`src/sv/lhc_pkg.sv`:
```
// Shared types, constants and codes for the LRU handle cache.
package lhc_pkg;

    localparam int NUM_WAYS  = 4;
    localparam int NUM_KEYS  = 8;
    localparam int WAY_W     = (NUM_WAYS > 1) ? $clog2(NUM_WAYS) : 1;
    localparam int KEY_W     = 8;
    localparam int STAMP_W   = 32;
    localparam int STATUS_W  = 3;
    localparam int OUT_WAY_W = 4;

    localparam logic [STAMP_W-1:0] STAMP_MAX = {STAMP_W{1'b1}};

    typedef enum logic [STATUS_W-1:0] {
        ST_HIT    = 3'd0,
        ST_FILL   = 3'd1,
        ST_EVICT  = 3'd2,
        ST_REJECT = 3'd3,
        ST_FLUSH  = 3'd4
    } status_t;

    typedef enum logic {
        KIND_LOOKUP = 1'b0,
        KIND_FLUSH  = 1'b1
    } kind_t;

    typedef enum logic [1:0] {
        S_IDLE,
        S_SCAN,
        S_RESP
    } state_t;

    // Search request that walks down the row of ways, one way per cycle.
    typedef struct packed {
        logic               act;
        logic [KEY_W-1:0]   key;
        logic               hit;
        logic [WAY_W-1:0]   hit_way;
        logic               empty;
        logic [WAY_W-1:0]   empty_way;
        logic               min_found;
        logic [STAMP_W-1:0] min_stamp;
        logic [WAY_W-1:0]   min_way;
        logic [KEY_W-1:0]   min_key;
    } probe_t;

    // Update broadcast from the controller to every way.
    typedef struct packed {
        logic               flush;
        logic               we;
        logic [WAY_W-1:0]   way;
        logic [KEY_W-1:0]   key;
        logic [STAMP_W-1:0] stamp;
    } upd_t;

endpackage

```
`src/sv/lhc_cell.sv`:
```
// One cache way: holds valid, key and stamp, and passes the search request on.
module lhc_cell (
    input  logic                    clk,
    input  logic                    rst_n,
    input  logic [lhc_pkg::WAY_W-1:0] idx,
    input  lhc_pkg::probe_t         probe_in,
    input  lhc_pkg::upd_t           upd,
    output lhc_pkg::probe_t         probe_out
);
    import lhc_pkg::*;

    logic               valid_reg;
    logic [KEY_W-1:0]   key_reg;
    logic [STAMP_W-1:0] stamp_reg;
    probe_t             probe_reg;
    probe_t             probe_next;

    always_comb
    begin
        probe_next = probe_in;
        if (valid_reg && key_reg == probe_in.key && !probe_in.hit)
        begin
            probe_next.hit     = 1'b1;
            probe_next.hit_way = idx;
        end
        if (!valid_reg && !probe_in.empty)
        begin
            probe_next.empty     = 1'b1;
            probe_next.empty_way = idx;
        end
        // Strict compare keeps the lowest way on equal stamps.
        if (!probe_in.min_found || stamp_reg < probe_in.min_stamp)
        begin
            probe_next.min_found = 1'b1;
            probe_next.min_stamp = stamp_reg;
            probe_next.min_way   = idx;
            probe_next.min_key   = key_reg;
        end
    end

    always_ff @(posedge clk or negedge rst_n)
    begin
        if (!rst_n)
        begin
            valid_reg <= 1'b0;
            stamp_reg <= '0;
            probe_reg <= '0;
        end
        else
        begin
            probe_reg <= probe_next;
            if (upd.flush)
            begin
                valid_reg <= 1'b0;
                stamp_reg <= '0;
            end
            else if (upd.we && upd.way == idx)
            begin
                valid_reg <= 1'b1;
                stamp_reg <= upd.stamp;
            end
        end
    end

    always_ff @(posedge clk)
    begin
        if (!upd.flush && upd.we && upd.way == idx)
        begin
            key_reg <= upd.key;
        end
    end

    assign probe_out = probe_reg;

endmodule

```
`src/sv/lru_handle_cache_top.sv`:
```
// Top level of the LRU handle cache: controller, row of way cells and output register.
//
// This block is a small fully associative cache of lhc_pkg::NUM_WAYS ways keyed by an
// algorithm number, with least-recently-used replacement by use timestamps. Each request
// carries a kind on s_tuser (lookup or flush) and a key on s_tdata, and yields exactly one
// result on the master side. A lookup request walks down a row of way cells, one cell per
// clock, collecting the hit way, the first empty way and the way with the smallest stamp
// (lowest way on ties); the update is then broadcast to all cells at once. A lookup is
// accepted, walks the row, and then writes back and loads the output register once that
// register is free; rejected keys and flushes skip the walk. One request is in flight at
// a time; the next request is taken as soon as the result sits in the output register,
// even if the consumer has not yet taken it. The use clock saturates at its maximum rather
// than wrapping. Stored keys have no reset and are only used in a result for ways that
// are valid.
module lru_handle_cache_top (
    input  logic        clk,
    input  logic        rst_n,
    input  logic        s_tvalid,
    output logic        s_tready,
    input  logic [7:0]  s_tdata,   // [7:0] algo_key
    input  logic [0:0]  s_tuser,   // [0] kind
    output logic        m_tvalid,
    input  logic        m_tready,
    output logic [15:0] m_tdata,   // [3:0] way, [11:4] evicted_key, [15:12] zero
    output logic [2:0]  m_tuser    // [2:0] status
);
    import lhc_pkg::*;

    state_t              state_reg, state_next;
    logic [STAMP_W-1:0]  clock_reg;
    status_t             res_status_reg, res_status_next;
    logic [WAY_W-1:0]    res_way_reg, res_way_next;
    logic [KEY_W-1:0]    res_evict_reg, res_evict_next;
    logic [KEY_W-1:0]    res_key_reg, res_key_next;
    logic [STAMP_W-1:0]  res_stamp_reg, res_stamp_next;

    logic                out_valid_reg;
    status_t             out_status_reg;
    logic [WAY_W-1:0]    out_way_reg;
    logic [KEY_W-1:0]    out_evict_reg;

    probe_t              probe [NUM_WAYS+1];
    upd_t                upd;
    logic                accept;
    logic                out_free;
    logic                load_out;
    logic                key_ok;
    logic [STAMP_W-1:0]  stamp_inc;
    probe_t              tail;

    assign accept   = s_tvalid && s_tready;
    assign out_free = !out_valid_reg || m_tready;
    assign key_ok   = {1'b0, s_tdata} < (KEY_W+1)'(NUM_KEYS);
    assign stamp_inc = (clock_reg == STAMP_MAX) ? STAMP_MAX : clock_reg + 1'b1;
    assign tail     = probe[NUM_WAYS];

    // Search request entering the first cell.
    always_comb
    begin
        probe[0]     = '0;
        probe[0].act = accept && s_tuser[0] == KIND_LOOKUP && key_ok;
        probe[0].key = s_tdata;
    end

    for (genvar g = 0; g < NUM_WAYS; g++)
    begin : g_way
        lhc_cell u_cell (
            .clk       (clk),
            .rst_n     (rst_n),
            .idx       (WAY_W'(g)),
            .probe_in  (probe[g]),
            .upd       (upd),
            .probe_out (probe[g+1])
        );
    end

    // Controller: next state and result capture.
    always_comb
    begin
        state_next      = state_reg;
        res_status_next = res_status_reg;
        res_way_next    = res_way_reg;
        res_evict_next  = res_evict_reg;
        res_key_next    = res_key_reg;
        res_stamp_next  = res_stamp_reg;
        s_tready        = 1'b0;
        load_out        = 1'b0;
        case (state_reg)
            S_IDLE:
            begin
                s_tready = 1'b1;
                if (s_tvalid)
                begin
                    res_way_next   = '0;
                    res_evict_next = '0;
                    res_key_next   = s_tdata;
                    if (s_tuser[0] == KIND_FLUSH)
                    begin
                        res_status_next = ST_FLUSH;
                        state_next      = S_RESP;
                    end
                    else if (!key_ok)
                    begin
                        res_status_next = ST_REJECT;
                        state_next      = S_RESP;
                    end
                    else
                    begin
                        state_next = S_SCAN;
                    end
                end
            end
            S_SCAN:
            begin
                if (tail.act)
                begin
                    res_stamp_next = stamp_inc;
                    if (tail.hit)
                    begin
                        res_status_next = ST_HIT;
                        res_way_next    = tail.hit_way;
                    end
                    else if (tail.empty)
                    begin
                        res_status_next = ST_FILL;
                        res_way_next    = tail.empty_way;
                    end
                    else
                    begin
                        res_status_next = ST_EVICT;
                        res_way_next    = tail.min_way;
                        res_evict_next  = tail.min_key;
                    end
                    state_next = S_RESP;
                end
            end
            S_RESP:
            begin
                if (out_free)
                begin
                    load_out   = 1'b1;
                    state_next = S_IDLE;
                end
            end
            default:
            begin
                state_next = S_IDLE;
            end
        endcase
    end

    // Update broadcast, applied when the result moves into the output register.
    always_comb
    begin
        upd       = '0;
        upd.flush = load_out && res_status_reg == ST_FLUSH;
        upd.we    = load_out && (res_status_reg == ST_HIT || res_status_reg == ST_FILL
                                 || res_status_reg == ST_EVICT);
        upd.way   = res_way_reg;
        upd.key   = res_key_reg;
        upd.stamp = res_stamp_reg;
    end

    always_ff @(posedge clk or negedge rst_n)
    begin
        if (!rst_n)
        begin
            state_reg     <= S_IDLE;
            clock_reg     <= '0;
            out_valid_reg <= 1'b0;
        end
        else
        begin
            state_reg <= state_next;
            if (upd.flush)
            begin
                clock_reg <= '0;
            end
            else if (upd.we)
            begin
                clock_reg <= res_stamp_reg;
            end
            if (load_out)
            begin
                out_valid_reg <= 1'b1;
            end
            else if (m_tready)
            begin
                out_valid_reg <= 1'b0;
            end
        end
    end

    always_ff @(posedge clk)
    begin
        res_status_reg <= res_status_next;
        res_way_reg    <= res_way_next;
        res_evict_reg  <= res_evict_next;
        res_key_reg    <= res_key_next;
        res_stamp_reg  <= res_stamp_next;
        if (load_out)
        begin
            out_status_reg <= res_status_reg;
            out_way_reg    <= res_way_reg;
            out_evict_reg  <= res_evict_reg;
        end
    end

    assign m_tvalid = out_valid_reg;
    assign m_tuser  = out_status_reg;
    assign m_tdata  = {4'b0000, out_evict_reg, OUT_WAY_W'(out_way_reg)};

    // A search request only reaches the end of the row while the controller waits for it.
    a_tail_in_scan: assert property (@(posedge clk) disable iff (!rst_n)
        tail.act |-> state_reg == S_SCAN)
        else $error("search request finished outside the scan state");

    // Only one search request is ever in flight in the row; checked on the first and last cells.
    a_one_probe: assert property (@(posedge clk) disable iff (!rst_n)
        $countones({probe[NUM_WAYS].act, probe[1].act}) <= 1)
        else $error("more than one search request in the row");

    // A new request is never taken while the previous one is still being worked on.
    a_busy_no_accept: assert property (@(posedge clk) disable iff (!rst_n)
        (state_reg == S_SCAN || state_reg == S_RESP) |-> !s_tready)
        else $error("request accepted while busy");

    // An accepted flush request goes straight to the response state.
    a_flush_resp: assert property (@(posedge clk) disable iff (!rst_n)
        (accept && s_tuser[0] == KIND_FLUSH) |=> state_reg == S_RESP)
        else $error("flush did not go straight to the response state");

endmodule

```
`config.mk`:
```
export PLATFORM = sky130hd
export DESIGN_NAME = lru_handle_cache_top
export DESIGN_NICKNAME = d
export VERILOG_FILES = /design/src/sv/lhc_pkg.sv /design/src/sv/lhc_cell.sv /design/src/sv/lru_handle_cache_top.sv
export SDC_FILE = /design/constraint.sdc
export NUM_CORES = 1
export LEC_CHECK = 0
export BUFFER_PORTS_ARGS = -buffer_cell sky130_fd_sc_hd__buf_2
export CORE_AREA = 8 8 176 261
export CTS_CLUSTER_DIAMETER = 100
export DETAILED_ROUTE_END_ITERATION = 8
export DIE_AREA = 0 0 184 269
export MAX_ROUTING_LAYER = met4
export PLACE_DENSITY_LB_ADDON = 0.15
export SLEW_MARGIN = 30
export SYNTH_ARGS = -nofsm -noshare
export SYNTH_HDL_FRONTEND = slang
export SYNTH_SLANG_ARGS = --single-unit
export TNS_END_PERCENT = 20
```
`constraint.sdc`:
```
create_clock -name clk -period 4.1 [get_ports clk]
set_clock_uncertainty 0.15 [all_clocks]
set_input_delay 0.41 -clock clk [delete_from_list [all_inputs] [get_ports clk]]
set_output_delay 0.41 -clock clk [all_outputs]
set_load 0.02 [all_outputs]
```
==> results.toml <==
[status]
outcome = "completed"

[synth]
synth_edf_count = 98
synth_xor_area_share_pct = 2.30
ys_types = 47
synth_top_family_by_area = "simple AND/OR/NAND/NOR gates"
netlist_area_um2 = 19000
seq_area_frac_synth_pct = 61.4
synth_area_leader_cell = "dfrtp_1"
synthAdderAreaFrac_pct = 6.18
synthCells = 1666
postSynthAreaPerCell_um2 = 11.4
ys_ff_latch = 447
synthMuxAreaShare_pct = 6.07
synth-simple-area-share_pct = 12.1
ys.flop_type = "dfrtp_1"
synth_top_area_share_pct = 45.9
synth.area.top_cells = "dfrtp_1 (46%), edfxtp_1 (15%), nand2_1 (7.4%)"
synth-compound-area-share_pct = 7.77
async_flop_share_pct = 78.1
yosys_warnings = 0

[sta]
worst_slew_pin_slew_ps = 893
rsz0062_at_grt = "no"
fin_ws_ps = 880
setup_viol = 0
max_slew_margin_pct = 40.5
fmax_mhz = 311
drv_slew = 0
hold_viol = 0
finalSetupTns_ps = 0
holdWs_ps = 111
period_needed_ps = 3220
period_share_pct = 78.5

[min_path]
hold_path.class = "in2reg"
hold_path_startpoint = "s_tuser"
worstHoldEndpoint = "res_status_reg[2]$_SDFFCE_PP0P_"
hold_depth = 2

[final_layout]
largest_register_ffs = 182
area_growth_pct = 12.1
final_layout_size_suffix_gt1_share_pct = 11.9
fin_area_um2 = 21300
antenna_cells = 0
fin_cells = 2307
nNetsFinal = 1818
fillers = 3765
fin_util_pct = 50.9

[power_and_ir_drop]
power_mw = 14.3
p_comb_share_pct = 27.1
p_seq_share_pct = 44.7
leakagePower_nw = 9.56
ir_drop_v = 0.000371
clkPwrFrac_pct = 28.2
switching_power_mw = 4.45
swShare_pct = 31.1
power_density_nw_per_um2 = 671
internal_power_mw = 9.85

[cts]
h-tree-depth = 2
cts_tree = "built"
cts.path.max_buffers = 3
post_cts.repair.setup_buffers = 0
numClockSinks = 447
clkLatencyLatePin_ps = 550
clk_pin_slew_ps = 60
cts_buffers = 44
root_buffer = "clkbuf_16"

[die]
start_util_pct = 45.4
coreArea_um2 = 41900
die_y_um = 269
die_x_um = 184
dieArea_um2 = 49500
ios = 34
rows = 92

[place]
dpl.cell_count = 2218
dpl-instance-area_um2 = 19800
place_ws_ps = 868
port_buffers = 27
place.detailed.hpwl_um = 29200
gp_congestion = 0.815

[detailed_routing]
vias_per_cell = 5.19
highest_layer = "met4"
drtIter0Drc = 791
firstDrtPassIters = 5
wl_met2_um = 24000
ant_nets = 0
dr_wl_met3_um = 1650
wl_um = 44500
drc = 0
avgRoutedWirePerCell_um = 19.3
num_vias = 11964
met1_length_um = 16700

[setup_path]
critPathRequiredTime_ps = 4370
worstReg2RegEnd = "g_way[1].u_cell.probe_out[5]$_DFF_PN0_"
crit_fanout = 33
critPathKind = "reg2reg"
critPathSlowestCell = "buf_4"
rr_startpoint = "g_way[1].u_cell.stamp_reg[7]$_DFFE_PN0P_"
cp-end-kind = "flip-flop"
cp.arrival_ps = 3490
path_cells = "ha_1 -> and3_1 -> a221o_1 -> a31oi_1 -> o211ai_1 -> a211oi_4 -> buf_4 -> mux2_2"
crit_buf_inv = 1
start_kind = "flip-flop"
r2r_slack_ps = 880
r2r_cells = 8
crit_family = "compound AO/OA/AOI/OAI gates"
max_stage_delay_ps = 500

[global_route]
grt_pass1_vias = 12644
antenna_found_initial = 0
grt_pass1_wl_um = 71200
grt_usage_pct = 19.3
grt_max_degree = 165
grt_overflow = 0

[run]
maxCapViolations = 0
[final cells by class]
class                      instances  area (um^2)  share of cell area, %
tap                              564          706                   3.31
inverter                         114          428                   2.01
clock buffer                      65         1280                   6.01
clock inverter                    13          145                  0.681
timing repair buffer              59          488                   2.29
multi-input combinational       1045         6600                   31.0
sequential                       447        11700                   54.8
[synth_stat cells, types with 2 or more instances]
cell and n:
a211oi_1 2, a211oi_4 2, a21o_1 16, a21oi_1 198, a221o_1 3, a221oi_1 2
a31oi_1 5, and2_0 2, and2_1 14, and3_1 15, and4_1 6, buf_2 11
buf_4 9, buf_6 8, clkbuf_1 39, conb_1 2, dfrtp_1 349, edfxtp_1 98
ha_1 94, inv_1 113, mux2_1 9, mux2_2 50, mux2_4 30, mux2i_1 4
nand2_1 374, nand2b_1 11, nand3_1 23, nand4_1 25, nor2_1 34, nor2b_1 8
nor3_1 4, nor4_1 7, o211ai_1 3, o21a_1 3, o21ai_0 20, o21bai_1 2
o22ai_1 2, o31ai_1 3, or2_2 7, or3_1 4, xnor2_1 36, xor2_1 14
[placed cells by master, fill, tap and decap left out, types with 8 or more instances in the layout]
cell type / synthesis / layout
a21o_1: 16 / 16
xnor2_1: 36 / 36
buf_2: 11 / 26
clkbuf_8: 0 / 8
nor2b_1: 8 / 8
conb_1: 2 / 9
nand2_1: 374 / 374
inv_1: 113 / 113
dlygate4sd3_1: 0 / 11
a21oi_1: 198 / 198
clkbuf_16: 0 / 45
and3_1: 15 / 14
nand3_1: 23 / 23
nor2_1: 34 / 33
and2_1: 14 / 14
edfxtp_1: 98 / 98
dfrtp_1: 349 / 349
mux2_2: 50 / 50
mux2_1: 9 / 9
nand2b_1: 11 / 11
ha_1: 94 / 94
xor2_1: 14 / 14
buf_4: 9 / 15
mux2_4: 30 / 30
nand4_1: 25 / 25
o21ai_0: 20 / 20
clkbuf_1: 39 / 12
[routing by layer]
layer / vias to the layer above / global-route usage (%)
li1: 5671 / -
met1: 5947 / 20.6
met2: 230 / 35.0
met3: 116 / 2.33
met4: 0 / 9.22
met5: - / -
[worst max path at each step]
stage / from / to / slack (ps) / depth (start not counted)
global placement: g_way[1].u_cell.stamp_reg[6]$_DFFE_PN0P_ / g_way[1].u_cell.probe_out[5]$_DFF_PN0_ / 910 / 8
finish: g_way[1].u_cell.stamp_reg[7]$_DFFE_PN0P_ / g_way[1].u_cell.probe_out[5]$_DFF_PN0_ / 880 / 8
floorplan: state_reg[1]$_DFFE_PN0P_ / res_evict_reg[0]$_SDFFCE_PN0P_ / 900 / 4
global route: g_way[0].u_cell.probe_out[16]$_DFF_PN0_ / g_way[1].u_cell.probe_out[5]$_DFF_PN0_ / 730 / 9
CTS: g_way[0].u_cell.probe_out[17]$_DFF_PN0_ / g_way[1].u_cell.probe_out[5]$_DFF_PN0_ / 850 / 9
detailed placement: g_way[1].u_cell.stamp_reg[7]$_DFFE_PN0P_ / g_way[1].u_cell.probe_out[23]$_DFF_PN0_ / 870 / 8
[power by group through the flow]
| stage | combinational, mW | sequential [mW] | clock, mW |
|---|---|---|---|
| 5_1_grt | 4.38 | 6.54 | 4.30 |
| 2_1_floorplan | 2.95 | 6.25 | 0 |
| 6_report | 3.88 | 6.39 | 4.03 |
| 3_3_place_gp | 3.83 | 6.45 | 0 |
| 4_1_cts | 3.95 | 6.40 | 4.13 |
| 3_5_place_dp | 3.92 | 6.49 | 0 |
[kinds of logic (layout without fill, tap and decap cells)]
group                    Yosys count  after routing
flip-flops                       447            447
AO/OA/AOI/OAI                    265            265
buffers and inverters            181            251
other                              2              9
multiplexers                      93             93
adder cells (fa/ha/maj)           94             94
AND/OR/NAND/NOR                  534            534
XOR/XNOR                          50             50
[timing repair]
action                                 in CTS  in global routing
resized for setup                           0                  0
setup endpoints to repair                   0                  0
endpoints found under the hold margin     113                  0
hold buffers                               11                  0
No activity file was read; power rests on OpenSTA's default activity.
